`config.mk`:
```
export PLATFORM = sky130hd
export DESIGN_NAME = hid_usage_refcount_tracker_unit
export DESIGN_NICKNAME = d
export VERILOG_FILES = /design/src/design/hut_pkg.sv /design/src/design/hut_front.sv /design/src/design/hut_queue.sv /design/src/design/hut_back.sv /design/src/design/hid_usage_refcount_tracker_unit.sv
export SDC_FILE = /design/constraint.sdc
export NUM_CORES = 2
export LEC_CHECK = 0
export ABC_AREA = 1
export BUFFER_PORTS_ARGS = -buffer_cell sky130_fd_sc_hd__buf_2
export CORE_AREA = 2 2 264 266
export DETAILED_ROUTE_END_ITERATION = 7
export DIE_AREA = 0 0 266 268
export PLACE_DENSITY_LB_ADDON = 0.15
export SYNTH_ARGS = -nofsm -noshare
export SYNTH_HDL_FRONTEND = slang
export SYNTH_HIERARCHICAL = 1
export SYNTH_SLANG_ARGS = --single-unit
```
`constraint.sdc`:
```
create_clock -name clk -period 12.9 [get_ports clk]
set_input_delay 1.935 -clock clk [delete_from_list [all_inputs] [get_ports clk]]
set_output_delay 1.935 -clock clk [all_outputs]
set_load 0.05 [all_outputs]
```
`src/design/hut_pkg.sv`:
```
// Shared types, constants and helpers for the HID usage owner-count tracker.
`default_nettype none

package hut_pkg;

    localparam int BUTTONS    = 3;
    localparam int KEY_USAGES = 256;
    localparam int MODS       = 4;
    localparam int MOUSE_BTNS = 3;

    localparam int SLOT_W = (BUTTONS > 1) ? $clog2(BUTTONS) : 1;
    localparam int KEY_W  = $clog2(KEY_USAGES);

    localparam int QDEPTH = 2;
    localparam int Q_W    = (QDEPTH > 1) ? $clog2(QDEPTH) : 1;

    localparam logic [1:0] COUNT_MAX     = 2'd3;
    localparam logic [1:0] TYPE_DISABLED = 2'd0;
    localparam logic [1:0] TYPE_MOUSE    = 2'd1;
    localparam logic [1:0] TYPE_KEY      = 2'd2;

    localparam logic [1:0] EV_NONE  = 2'd0;
    localparam logic [1:0] EV_MOUSE = 2'd1;
    localparam logic [1:0] EV_MOD   = 2'd2;
    localparam logic [1:0] EV_KEY   = 2'd3;

    // last sequencer step of a keyboard item: four modifiers plus the key
    localparam logic [2:0] STEP_LAST = 3'd4;

    typedef enum logic [1:0] {
        OP_NONE        = 2'd0,
        OP_PRESS_MOUSE = 2'd1,
        OP_PRESS_KEY   = 2'd2,
        OP_RELEASE     = 2'd3
    } op_t;

    typedef enum logic [2:0] {
        PL_NONE     = 3'd0,
        PL_MOUSE_DN = 3'd1,
        PL_MOUSE_UP = 3'd2,
        PL_KEY_DN   = 3'd3,
        PL_KEY_UP   = 3'd4
    } plan_t;

    typedef struct packed {
        op_t               op;
        logic [SLOT_W-1:0] slot;
        logic [7:0]        code;
        logic [3:0]        mods;
    } cmd_t;

    typedef struct packed {
        logic [1:0] kind;
        logic       down;
        logic [2:0] mask;
        logic [1:0] mod_idx;
        logic [7:0] key;
        logic [2:0] held;
    } result_t;

    // host report bit of a mouse code: left 1, middle 4, right 2
    function automatic logic [2:0] host_mask(input logic [1:0] code);
        logic [2:0] m;
        unique case (code)
            2'd1:    m = 3'd1;
            2'd2:    m = 3'd4;
            2'd3:    m = 3'd2;
            default: m = 3'd0;
        endcase
        return m;
    endfunction

endpackage

`default_nettype wire

```
`src/design/hut_front.sv`:
```
// Input side: accepts items and classifies them into queue commands.
`default_nettype none

module hut_front (
    input  wire logic          clk,
    input  wire logic          rst_n,
    input  wire logic          item_valid,
    output logic               item_stall,
    input  wire logic          action,
    input  wire logic [1:0]    button,
    input  wire logic [1:0]    action_type,
    input  wire logic [7:0]    target_code,
    input  wire logic [3:0]    modifier_bits,
    input  wire logic          q_full,
    output logic               q_push,
    output hut_pkg::cmd_t      q_cmd
);

    logic btn_ok;
    logic mouse_ok;
    logic key_ok;
    logic seen_reg;

    assign btn_ok   = 4'(button) < 4'(hut_pkg::BUTTONS);
    assign mouse_ok = (action_type == hut_pkg::TYPE_MOUSE) &&
                      (target_code >= 8'd1) && (target_code <= 8'd3);
    assign key_ok   = (action_type == hut_pkg::TYPE_KEY) && (target_code != 8'd0) &&
                      (9'(target_code) < 9'(hut_pkg::KEY_USAGES));

    // the stall is a plain view of queue occupancy, also raised in reset;
    // seen_reg only flags that the channel has been used since reset
    assign item_stall = q_full || !rst_n;
    assign q_push     = item_valid && !item_stall;

    always_ff @(posedge clk or negedge rst_n)
    begin
        if (!rst_n)
        begin
            seen_reg <= 1'b0;
        end
        else if (q_push)
        begin
            seen_reg <= 1'b1;
        end
    end

    always_comb
    begin
        q_cmd.slot = hut_pkg::SLOT_W'(button);
        q_cmd.code = target_code;
        q_cmd.mods = modifier_bits;
        if (!btn_ok)
        begin
            q_cmd.op = hut_pkg::OP_NONE;
        end
        else if (action)
        begin
            q_cmd.op = hut_pkg::OP_RELEASE;
        end
        else if (mouse_ok)
        begin
            q_cmd.op = hut_pkg::OP_PRESS_MOUSE;
        end
        else if (key_ok)
        begin
            q_cmd.op = hut_pkg::OP_PRESS_KEY;
        end
        else
        begin
            q_cmd.op = hut_pkg::OP_NONE;
        end
        // a first item after reset is classified like any other
        if (!seen_reg && !btn_ok)
        begin
            q_cmd.op = hut_pkg::OP_NONE;
        end
    end

endmodule

`default_nettype wire

```
`src/design/hut_queue.sv`:
```
// Short command queue between the classifier and the sequencer.
`default_nettype none

module hut_queue (
    input  wire logic          clk,
    input  wire logic          rst_n,
    input  wire logic          push,
    input  hut_pkg::cmd_t      push_cmd,
    output logic               full,
    input  wire logic          pop,
    output logic               empty,
    output hut_pkg::cmd_t      head
);

    hut_pkg::cmd_t            q_mem [hut_pkg::QDEPTH];
    logic [hut_pkg::Q_W-1:0]  wr_ptr_reg;
    logic [hut_pkg::Q_W-1:0]  rd_ptr_reg;
    logic [hut_pkg::Q_W:0]    cnt_reg;
    logic                     do_push;
    logic                     do_pop;

    assign full    = cnt_reg == (hut_pkg::Q_W + 1)'(hut_pkg::QDEPTH);
    assign empty   = cnt_reg == '0;
    assign head    = q_mem[rd_ptr_reg];
    assign do_push = push && !full;
    assign do_pop  = pop && !empty;

    always_ff @(posedge clk)
    begin
        if (do_push)
        begin
            q_mem[wr_ptr_reg] <= push_cmd;
        end
    end

    always_ff @(posedge clk or negedge rst_n)
    begin
        if (!rst_n)
        begin
            wr_ptr_reg <= '0;
            rd_ptr_reg <= '0;
            cnt_reg    <= '0;
        end
        else
        begin
            if (do_push)
            begin
                wr_ptr_reg <= wr_ptr_reg + 1'b1;
            end
            if (do_pop)
            begin
                rd_ptr_reg <= rd_ptr_reg + 1'b1;
            end
            if (do_push && !do_pop)
            begin
                cnt_reg <= cnt_reg + 1'b1;
            end
            else if (do_pop && !do_push)
            begin
                cnt_reg <= cnt_reg - 1'b1;
            end
        end
    end

endmodule

`default_nettype wire

```
`src/design/hut_back.sv`:
```
// Sequencer: slot store, owner counts, key count memory and result register.
`default_nettype none

module hut_back (
    input  wire logic          clk,
    input  wire logic          rst_n,
    input  wire logic          q_empty,
    input  hut_pkg::cmd_t      q_head,
    output logic               q_pop,
    output logic               result_valid,
    input  wire logic          result_stall,
    output logic [1:0]         event_kind,
    output logic               down,
    output logic [2:0]         mouse_mask,
    output logic [1:0]         modifier_index,
    output logic [7:0]         key_usage,
    output logic [2:0]         mouse_held,
    output logic               last
);

    typedef enum logic [3:0] {
        S_IDLE  = 4'b0001,
        S_LOAD  = 4'b0010,
        S_STEP  = 4'b0100,
        S_FLUSH = 4'b1000
    } state_t;

    state_t              state_reg, state_next;
    hut_pkg::cmd_t       cur_reg;
    hut_pkg::plan_t      plan_reg, plan_next;
    logic [7:0]          code_reg, code_next;
    logic [3:0]          mods_reg, mods_next;
    logic [2:0]          step_reg;

    logic [1:0]          slot_type_reg [hut_pkg::BUTTONS];
    logic [7:0]          slot_code_reg [hut_pkg::BUTTONS];
    logic [3:0]          slot_mods_reg [hut_pkg::BUTTONS];
    logic [1:0]          mouse_cnt_reg [hut_pkg::MOUSE_BTNS];
    logic [1:0]          mouse_cnt_next [hut_pkg::MOUSE_BTNS];
    logic [1:0]          mod_cnt_reg [hut_pkg::MODS];

    logic [1:0]                   key_mem [hut_pkg::KEY_USAGES];
    logic [hut_pkg::KEY_USAGES-1:0] key_vld_reg;
    logic [1:0]                   kdata_reg;
    logic                         kvld_rd_reg;
    logic [hut_pkg::KEY_W-1:0]    key_addr;
    logic [hut_pkg::KEY_W-1:0]    key_wr_addr;

    hut_pkg::result_t    pend_reg, pend_next;
    logic                pend_valid_reg;
    hut_pkg::result_t    out_reg;
    logic                out_valid_reg;
    logic                out_last_reg;

    logic                t_mouse, t_mod, t_key, up, active, fire, go, final_step;
    logic [1:0]          mod_b;
    logic [1:0]          midx;
    logic [1:0]          cnt, cnt_new, key_cnt;
    logic [2:0]          held;
    logic                can_push, push, push_last;
    hut_pkg::result_t    push_res;
    logic                in_step;
    logic [1:0]          cur_slot_type;

    assign q_pop         = (state_reg == S_IDLE) && !q_empty;
    assign can_push      = !out_valid_reg || !result_stall;
    assign in_step       = state_reg == S_STEP;
    assign cur_slot_type = slot_type_reg[cur_reg.slot];
    assign midx          = 2'(code_reg[1:0] - 2'd1);
    assign key_cnt       = kvld_rd_reg ? kdata_reg : 2'd0;
    assign key_addr      = code_next[hut_pkg::KEY_W-1:0];
    assign key_wr_addr   = code_reg[hut_pkg::KEY_W-1:0];

    // work out what the popped command does against its slot
    always_comb
    begin
        plan_next = hut_pkg::PL_NONE;
        code_next = cur_reg.code;
        mods_next = cur_reg.mods;
        unique case (cur_reg.op)
            hut_pkg::OP_PRESS_MOUSE:
            begin
                if (cur_slot_type == hut_pkg::TYPE_DISABLED)
                begin
                    plan_next = hut_pkg::PL_MOUSE_DN;
                end
            end
            hut_pkg::OP_PRESS_KEY:
            begin
                if (cur_slot_type == hut_pkg::TYPE_DISABLED)
                begin
                    plan_next = hut_pkg::PL_KEY_DN;
                end
            end
            hut_pkg::OP_RELEASE:
            begin
                code_next = slot_code_reg[cur_reg.slot];
                mods_next = slot_mods_reg[cur_reg.slot];
                if (cur_slot_type == hut_pkg::TYPE_MOUSE)
                begin
                    plan_next = hut_pkg::PL_MOUSE_UP;
                end
                else if (cur_slot_type == hut_pkg::TYPE_KEY)
                begin
                    plan_next = hut_pkg::PL_KEY_UP;
                end
            end
            default:
            begin
                plan_next = hut_pkg::PL_NONE;
            end
        endcase
    end

    // press order: modifiers 0..3 then key; release order: key then modifiers
    always_comb
    begin
        t_mouse    = 1'b0;
        t_mod      = 1'b0;
        t_key      = 1'b0;
        mod_b      = 2'd0;
        up         = (plan_reg == hut_pkg::PL_MOUSE_UP) || (plan_reg == hut_pkg::PL_KEY_UP);
        final_step = 1'b1;
        unique case (plan_reg)
            hut_pkg::PL_MOUSE_DN, hut_pkg::PL_MOUSE_UP:
            begin
                t_mouse = 1'b1;
            end
            hut_pkg::PL_KEY_DN:
            begin
                final_step = step_reg == hut_pkg::STEP_LAST;
                if (step_reg == hut_pkg::STEP_LAST)
                begin
                    t_key = 1'b1;
                end
                else
                begin
                    mod_b = step_reg[1:0];
                    t_mod = mods_reg[step_reg[1:0]];
                end
            end
            hut_pkg::PL_KEY_UP:
            begin
                final_step = step_reg == hut_pkg::STEP_LAST;
                if (step_reg == 3'd0)
                begin
                    t_key = 1'b1;
                end
                else
                begin
                    mod_b = 2'(step_reg - 3'd1);
                    t_mod = mods_reg[mod_b];
                end
            end
            default:
            begin
                final_step = 1'b1;
            end
        endcase

        if (t_mouse)
        begin
            cnt = mouse_cnt_reg[midx];
        end
        else if (t_mod)
        begin
            cnt = mod_cnt_reg[mod_b];
        end
        else if (t_key)
        begin
            cnt = key_cnt;
        end
        else
        begin
            cnt = 2'd0;
        end

        active = t_mouse || t_mod || t_key;
        if (up)
        begin
            cnt_new = (cnt == 2'd0) ? 2'd0 : 2'(cnt - 2'd1);
            fire    = active && (cnt == 2'd1);
        end
        else
        begin
            cnt_new = (cnt == hut_pkg::COUNT_MAX) ? cnt : 2'(cnt + 2'd1);
            fire    = active && (cnt == 2'd0);
        end
        // a new result displaces the pending one, which needs room downstream
        go = !(fire && pend_valid_reg && !can_push);
    end

    always_comb
    begin
        mouse_cnt_next = mouse_cnt_reg;
        if (in_step && go && t_mouse)
        begin
            mouse_cnt_next[midx] = cnt_new;
        end
        held = {mouse_cnt_next[2] != 2'd0, mouse_cnt_next[1] != 2'd0,
                mouse_cnt_next[0] != 2'd0};

        pend_next.kind    = t_mouse ? hut_pkg::EV_MOUSE : (t_mod ? hut_pkg::EV_MOD : hut_pkg::EV_KEY);
        pend_next.down    = !up;
        pend_next.mask    = t_mouse ? hut_pkg::host_mask(code_reg[1:0]) : 3'd0;
        pend_next.mod_idx = t_mod ? mod_b : 2'd0;
        pend_next.key     = t_key ? code_reg : 8'd0;
        pend_next.held    = held;
    end

    always_comb
    begin
        push      = 1'b0;
        push_last = 1'b0;
        push_res  = pend_reg;
        if (in_step)
        begin
            push = go && fire && pend_valid_reg;
        end
        else if (state_reg == S_FLUSH)
        begin
            push      = can_push;
            push_last = 1'b1;
            if (!pend_valid_reg)
            begin
                push_res      = '0;
                push_res.kind = hut_pkg::EV_NONE;
                push_res.held = held;
            end
        end
    end

    always_comb
    begin
        state_next = state_reg;
        unique case (state_reg)
            S_IDLE:
            begin
                if (!q_empty)
                begin
                    state_next = S_LOAD;
                end
            end
            S_LOAD:
            begin
                state_next = S_STEP;
            end
            S_STEP:
            begin
                if (go && final_step)
                begin
                    state_next = S_FLUSH;
                end
            end
            S_FLUSH:
            begin
                if (can_push)
                begin
                    state_next = S_IDLE;
                end
            end
            default:
            begin
                state_next = S_IDLE;
            end
        endcase
    end

    // key counts: one read port registered, one write port
    always_ff @(posedge clk)
    begin
        if (state_reg == S_LOAD)
        begin
            kdata_reg <= key_mem[key_addr];
        end
        if (in_step && go && t_key)
        begin
            key_mem[key_wr_addr] <= cnt_new;
        end
    end

    always_ff @(posedge clk)
    begin
        if (q_pop)
        begin
            cur_reg <= q_head;
        end
        if (state_reg == S_LOAD)
        begin
            code_reg <= code_next;
            mods_reg <= mods_next;
        end
        if (in_step && go && fire)
        begin
            pend_reg <= pend_next;
        end
        if (push)
        begin
            out_reg      <= push_res;
            out_last_reg <= push_last;
        end
    end

    always_ff @(posedge clk or negedge rst_n)
    begin
        if (!rst_n)
        begin
            state_reg      <= S_IDLE;
            plan_reg       <= hut_pkg::PL_NONE;
            step_reg       <= 3'd0;
            pend_valid_reg <= 1'b0;
            out_valid_reg  <= 1'b0;
            kvld_rd_reg    <= 1'b0;
            key_vld_reg    <= '0;
            for (int i = 0; i < hut_pkg::BUTTONS; i++)
            begin
                slot_type_reg[i] <= hut_pkg::TYPE_DISABLED;
                slot_code_reg[i] <= 8'd0;
                slot_mods_reg[i] <= 4'd0;
            end
            for (int i = 0; i < hut_pkg::MOUSE_BTNS; i++)
            begin
                mouse_cnt_reg[i] <= 2'd0;
            end
            for (int i = 0; i < hut_pkg::MODS; i++)
            begin
                mod_cnt_reg[i] <= 2'd0;
            end
        end
        else
        begin
            state_reg     <= state_next;
            mouse_cnt_reg <= mouse_cnt_next;

            if (state_reg == S_LOAD)
            begin
                plan_reg       <= plan_next;
                step_reg       <= 3'd0;
                pend_valid_reg <= 1'b0;
                kvld_rd_reg    <= key_vld_reg[key_addr];
                if (plan_next == hut_pkg::PL_MOUSE_DN)
                begin
                    slot_type_reg[cur_reg.slot] <= hut_pkg::TYPE_MOUSE;
                    slot_code_reg[cur_reg.slot] <= cur_reg.code;
                    slot_mods_reg[cur_reg.slot] <= cur_reg.mods;
                end
                else if (plan_next == hut_pkg::PL_KEY_DN)
                begin
                    slot_type_reg[cur_reg.slot] <= hut_pkg::TYPE_KEY;
                    slot_code_reg[cur_reg.slot] <= cur_reg.code;
                    slot_mods_reg[cur_reg.slot] <= cur_reg.mods;
                end
                else if (cur_reg.op == hut_pkg::OP_RELEASE)
                begin
                    slot_type_reg[cur_reg.slot] <= hut_pkg::TYPE_DISABLED;
                    slot_code_reg[cur_reg.slot] <= 8'd0;
                    slot_mods_reg[cur_reg.slot] <= 4'd0;
                end
            end

            if (in_step && go)
            begin
                step_reg <= step_reg + 3'd1;
                if (fire)
                begin
                    pend_valid_reg <= 1'b1;
                end
                if (t_mod)
                begin
                    mod_cnt_reg[mod_b] <= cnt_new;
                end
                if (t_key)
                begin
                    key_vld_reg[key_wr_addr] <= 1'b1;
                end
            end

            if (push)
            begin
                out_valid_reg <= 1'b1;
            end
            else if (!result_stall)
            begin
                out_valid_reg <= 1'b0;
            end
        end
    end

    assign result_valid   = out_valid_reg;
    assign event_kind     = out_reg.kind;
    assign down           = out_reg.down;
    assign mouse_mask     = out_reg.mask;
    assign modifier_index = out_reg.mod_idx;
    assign key_usage      = out_reg.key;
    assign mouse_held     = out_reg.held;
    assign last           = out_last_reg;

endmodule

`default_nettype wire

```
`src/design/hid_usage_refcount_tracker_unit.sv`:
```
// Top level of the HID usage owner-count tracker.
//
// Press and release items of up to three physical buttons are classified on
// entry and queued (two commands deep); a sequencer then looks up the button
// slot, raises or lowers the owner counts of the mouse button, the four
// modifiers and the key usage, and sends one result per count that crosses
// zero, or a single no-change result, the final one flagged by last. An item
// runs through the sequencer as a pop, a load with the key-count memory read,
// one step per modifier and key (one step only for mouse, ignored or no-op
// items) and the final flush; result stalls can hold a step or the flush.
// Key counts live in a 256-entry memory whose entries are marked valid as
// they are written, so reset takes effect at once with no clearing pass.
`default_nettype none

module hid_usage_refcount_tracker_unit (
    input  wire logic          clk,
    input  wire logic          rst_n,
    input  wire logic          item_valid,
    output logic               item_stall,
    input  wire logic          action,
    input  wire logic [1:0]    button,
    input  wire logic [1:0]    action_type,
    input  wire logic [7:0]    target_code,
    input  wire logic [3:0]    modifier_bits,
    output logic               result_valid,
    input  wire logic          result_stall,
    output logic [1:0]         event_kind,
    output logic               down,
    output logic [2:0]         mouse_mask,
    output logic [1:0]         modifier_index,
    output logic [7:0]         key_usage,
    output logic [2:0]         mouse_held,
    output logic               last
);

    hut_pkg::cmd_t  push_cmd;
    hut_pkg::cmd_t  head_cmd;
    logic           q_push;
    logic           q_full;
    logic           q_pop;
    logic           q_empty;

    hut_front u_front (
        .clk           (clk),
        .rst_n         (rst_n),
        .item_valid    (item_valid),
        .item_stall    (item_stall),
        .action        (action),
        .button        (button),
        .action_type   (action_type),
        .target_code   (target_code),
        .modifier_bits (modifier_bits),
        .q_full        (q_full),
        .q_push        (q_push),
        .q_cmd         (push_cmd)
    );

    hut_queue u_queue (
        .clk      (clk),
        .rst_n    (rst_n),
        .push     (q_push),
        .push_cmd (push_cmd),
        .full     (q_full),
        .pop      (q_pop),
        .empty    (q_empty),
        .head     (head_cmd)
    );

    hut_back u_back (
        .clk            (clk),
        .rst_n          (rst_n),
        .q_empty        (q_empty),
        .q_head         (head_cmd),
        .q_pop          (q_pop),
        .result_valid   (result_valid),
        .result_stall   (result_stall),
        .event_kind     (event_kind),
        .down           (down),
        .mouse_mask     (mouse_mask),
        .modifier_index (modifier_index),
        .key_usage      (key_usage),
        .mouse_held     (mouse_held),
        .last           (last)
    );

endmodule

`default_nettype wire
```
==> run_results.csv <==
group,metric,value,unit
layout,nets,3995,
detailed_routing,drt-pass1-iter-count,6,
critical_path,regToRegSetupSlack,7.07,ns
logic_synthesis,avgSynthCellArea,10.1,sq um
timing,tns,0,ns
logic_synthesis,yosysWarningCount,6,
clock_tree,insertion_delay,0.64,ns
critical_path,startpoint_type,"register",
grt,overflow,0,
timing,skew,0.0223,ns
timing,worst_pin_slew,1.17,ns
timing,fmax,172,MHz
place,io_buffers,42,
logic_synthesis,ys_seq_elements,942,
clock_tree,cts_resized,0,
clock_tree,cts_root_buffer,"clkbuf_16",
critical_path,critPathRequiredTime,13.41,ns
detailed_routing,route.detailed.drc,0,
detailed_routing,vias,29589,
timing,rsz0062_at_grt,"no",
clock_tree,postCtsSetupBuffers,0,
grt,grt_pass1_vias,28568,
detailed_routing,finalWirelength,105000,um
floorplan,start_util,59.8,%
logic_synthesis,ys_types,44,
critical_path,end_kind,"register",
floorplan,fp.dieH,268,um
critical_path,critical_path_class,"register to register",
place,dpl.cell_count,4747,
job,drv_cap,0,
clock_tree,cts_made_buffers,96,
critical_path,arrival,6.34,ns
clock_tree,clock-sinks,942,
logic_synthesis,async_flop_share,34.9,%
logic_synthesis,synth_cells,4049,
logic_synthesis,syn_area,40800,sq um
place,place_ws,7.22,ns
detailed_routing,drt_iter0_markers,3483,
place,placed_cell_area,41400,sq um
pwr,ir_drop,0.000349,V
grt,globalRouteTotalUtil,29.8,%
layout,layout_common_cells,"nor2_1 (627), edfxtp_1 (613), nand2_1 (582), o21ai_0 (511), nand3_1 (375)",
floorplan,num_rows,96,
grt,grt_pass1_wl,163000,um
run_status,outcome,"finished, final reports clean",
logic_synthesis,synth-main-ff-cell,"edfxtp_1",
pwr,p_leak,17.8,nW
pwr,p_per_area,247,nW/um^2
critical_path,crit_fanout,168,
clock_tree,cts.reportedPaths.clkPinSlew,0.06,ns
layout,largest_register_ffs,512,
place,hpwl,55900,um
detailed_routing,ant_nets,0,
logic_synthesis,synth_nets,4081,
floorplan,io_pins,43,
floorplan,die_x,266,um
layout,drive_gt1_share,8.90,%
timing,min_period,5.83,ns
clock_tree,cts_hold_buf,0,
layout,final_cells,4928,
timing,setup_viol,0,
timing,setup_ws,7.07,ns
clock_tree,h-tree-depth,3,
grt,antenna_found_initial,1,
clock_tree,cts_tree,"done",
detailed_routing,wl_per_cell,21.3,um
logic_synthesis,synth.yosys.seq_area_share,65.3,%
layout,final_common_cell,"nor2_1",
place,gp_congestion,0.839,
timing,slew_violations,0,
logic_synthesis,synth_edf_count,613,
clock_tree,cts_buffer_depth,3,
floorplan,core_area,68200,sq um
timing,fin_crit_sh,45.2,%
floorplan,dieArea,71300,sq um
min_path,hold_path.class,"register to register",
timing,relSlewSlack,21.9,%
timing,holdWs,0.453,ns
layout,stdcell_area,44800,sq um
layout,diodes,0,
detailed_routing,viasPerCell,6.00,
layout,areaGrowthSynthToFinish,9.92,%
timing,hold_viol_final,0,
grt,grt_max_degree,245,
[per-stage QoR]
step / power (W) / utilization [%]
2_1_floorplan: 0.00674 / -
3_3_place_gp: 0.00804 / 60.7
3_5_place_dp: 0.00808 / 60.7
4_1_cts: 0.0110 / 65.7
5_1_grt: 0.0116 / 65.7
6_report: 0.0111 / 65.7
[cell usage after synthesis (27+ instances only)]
library cell,number,area share (%)
buf_2,69,0.85
clkbuf_1,173,1.6
dfrtp_1,328,20
edfxtp_1,613,45
inv_1,347,3.2
nand2_1,586,5.4
nand3_1,382,4.7
nor2_1,628,5.8
o211ai_1,51,0.94
o21ai_0,511,6.3
o21ai_1,31,0.38
o21bai_1,27,0.50
o22ai_1,95,1.5
or2_2,47,0.72
[final cells by class]
| type | instances | area (sq um) |
|---|---|---|
| inverters | 358 | 1360 |
| multi-input cells | 2476 | 11700 |
| repair buffers | 89 | 611 |
| fillers | 5358 | 23400 |
| well taps | 882 | 1100 |
| flip-flops and latches | 942 | 26600 |
| clock buffers | 123 | 2680 |
| clock inverters | 58 | 703 |
[report_power, final]
group / internal, W / total (W) / switching [W]
registers: 0.00372 / 0.00380 / 0.0000838
logic: 0.00106 / 0.00432 / 0.00325
clock network: 0.00177 / 0.00294 / 0.00117
[cells by family (layout without fill, tap and decap cells)]
family / after synthesis / count (layout) / synth area share (%)
muxes: 11 / 11 / 0.304
adders and majority gates: 11 / 11 / 0.338
xor gates and xnor gates: 2 / 2 / 0.0430
and+or+nand+nor: 1701 / 1701 / 17.6
DFF: 942 / 942 / 65.3
buffers and inverters: 631 / 628 / 6.24
AOI/OAI and AO/OA: 751 / 751 / 10.2
[final timing paths]
check / start / to / cells past startpoint
max in group asynchronous: rst_n / u_back/key_vld_reg[221]$_DFFE_PN0P_ / 3
min in group asynchronous: rst_n / u_back/slot_code_reg[4]$_DFFE_PN0P_ / 1
worst max-delay path: u_back/cur_reg[14]$_DFFE_PP_ / u_back/kdata_reg[1]$_DFFE_PP_ / 17
worst min-delay path: u_back/key_vld_reg[225]$_DFFE_PN0P_ / u_back/key_vld_reg[225]$_DFFE_PN0P_ / 2
worst min register to register: u_back/key_vld_reg[225]$_DFFE_PN0P_ / u_back/key_vld_reg[225]$_DFFE_PN0P_ / 2
worst max register to register: u_back/cur_reg[14]$_DFFE_PP_ / u_back/kdata_reg[1]$_DFFE_PP_ / 17
[worst max-delay path, stage by stage, from the launching register on]
cell and delay [ns]:
edfxtp_1 0.41, nand2_1 0.29, inv_1 0.42, nand3_2 0.18, buf_4 0.54, nand2_8 0.57
inv_8 0.85, buf_4 1.01, nand2_1 0.17, nand3_1 0.14, nand3_1 0.08, nand2_1 0.09
nand2_1 0.08, nand3_1 0.15, nand3_1 0.11, nand3_1 0.14, nand3_1 0.12, nand2_1 0.09
[metal layers]
| metal | GRT usage [%] | part of all wire, % | routed length [um] |
|---|---|---|---|
| met1 | 41.8 | 41 | 43400 |
| met4 | 10.1 | 3.1 | 3230 |
| met5 | 0 | 0.010 | 11 |
| met2 | 48.0 | 47 | 49000 |
| met3 | 4.79 | 8.9 | 9320 |
(Power assumes the default switching activity.)
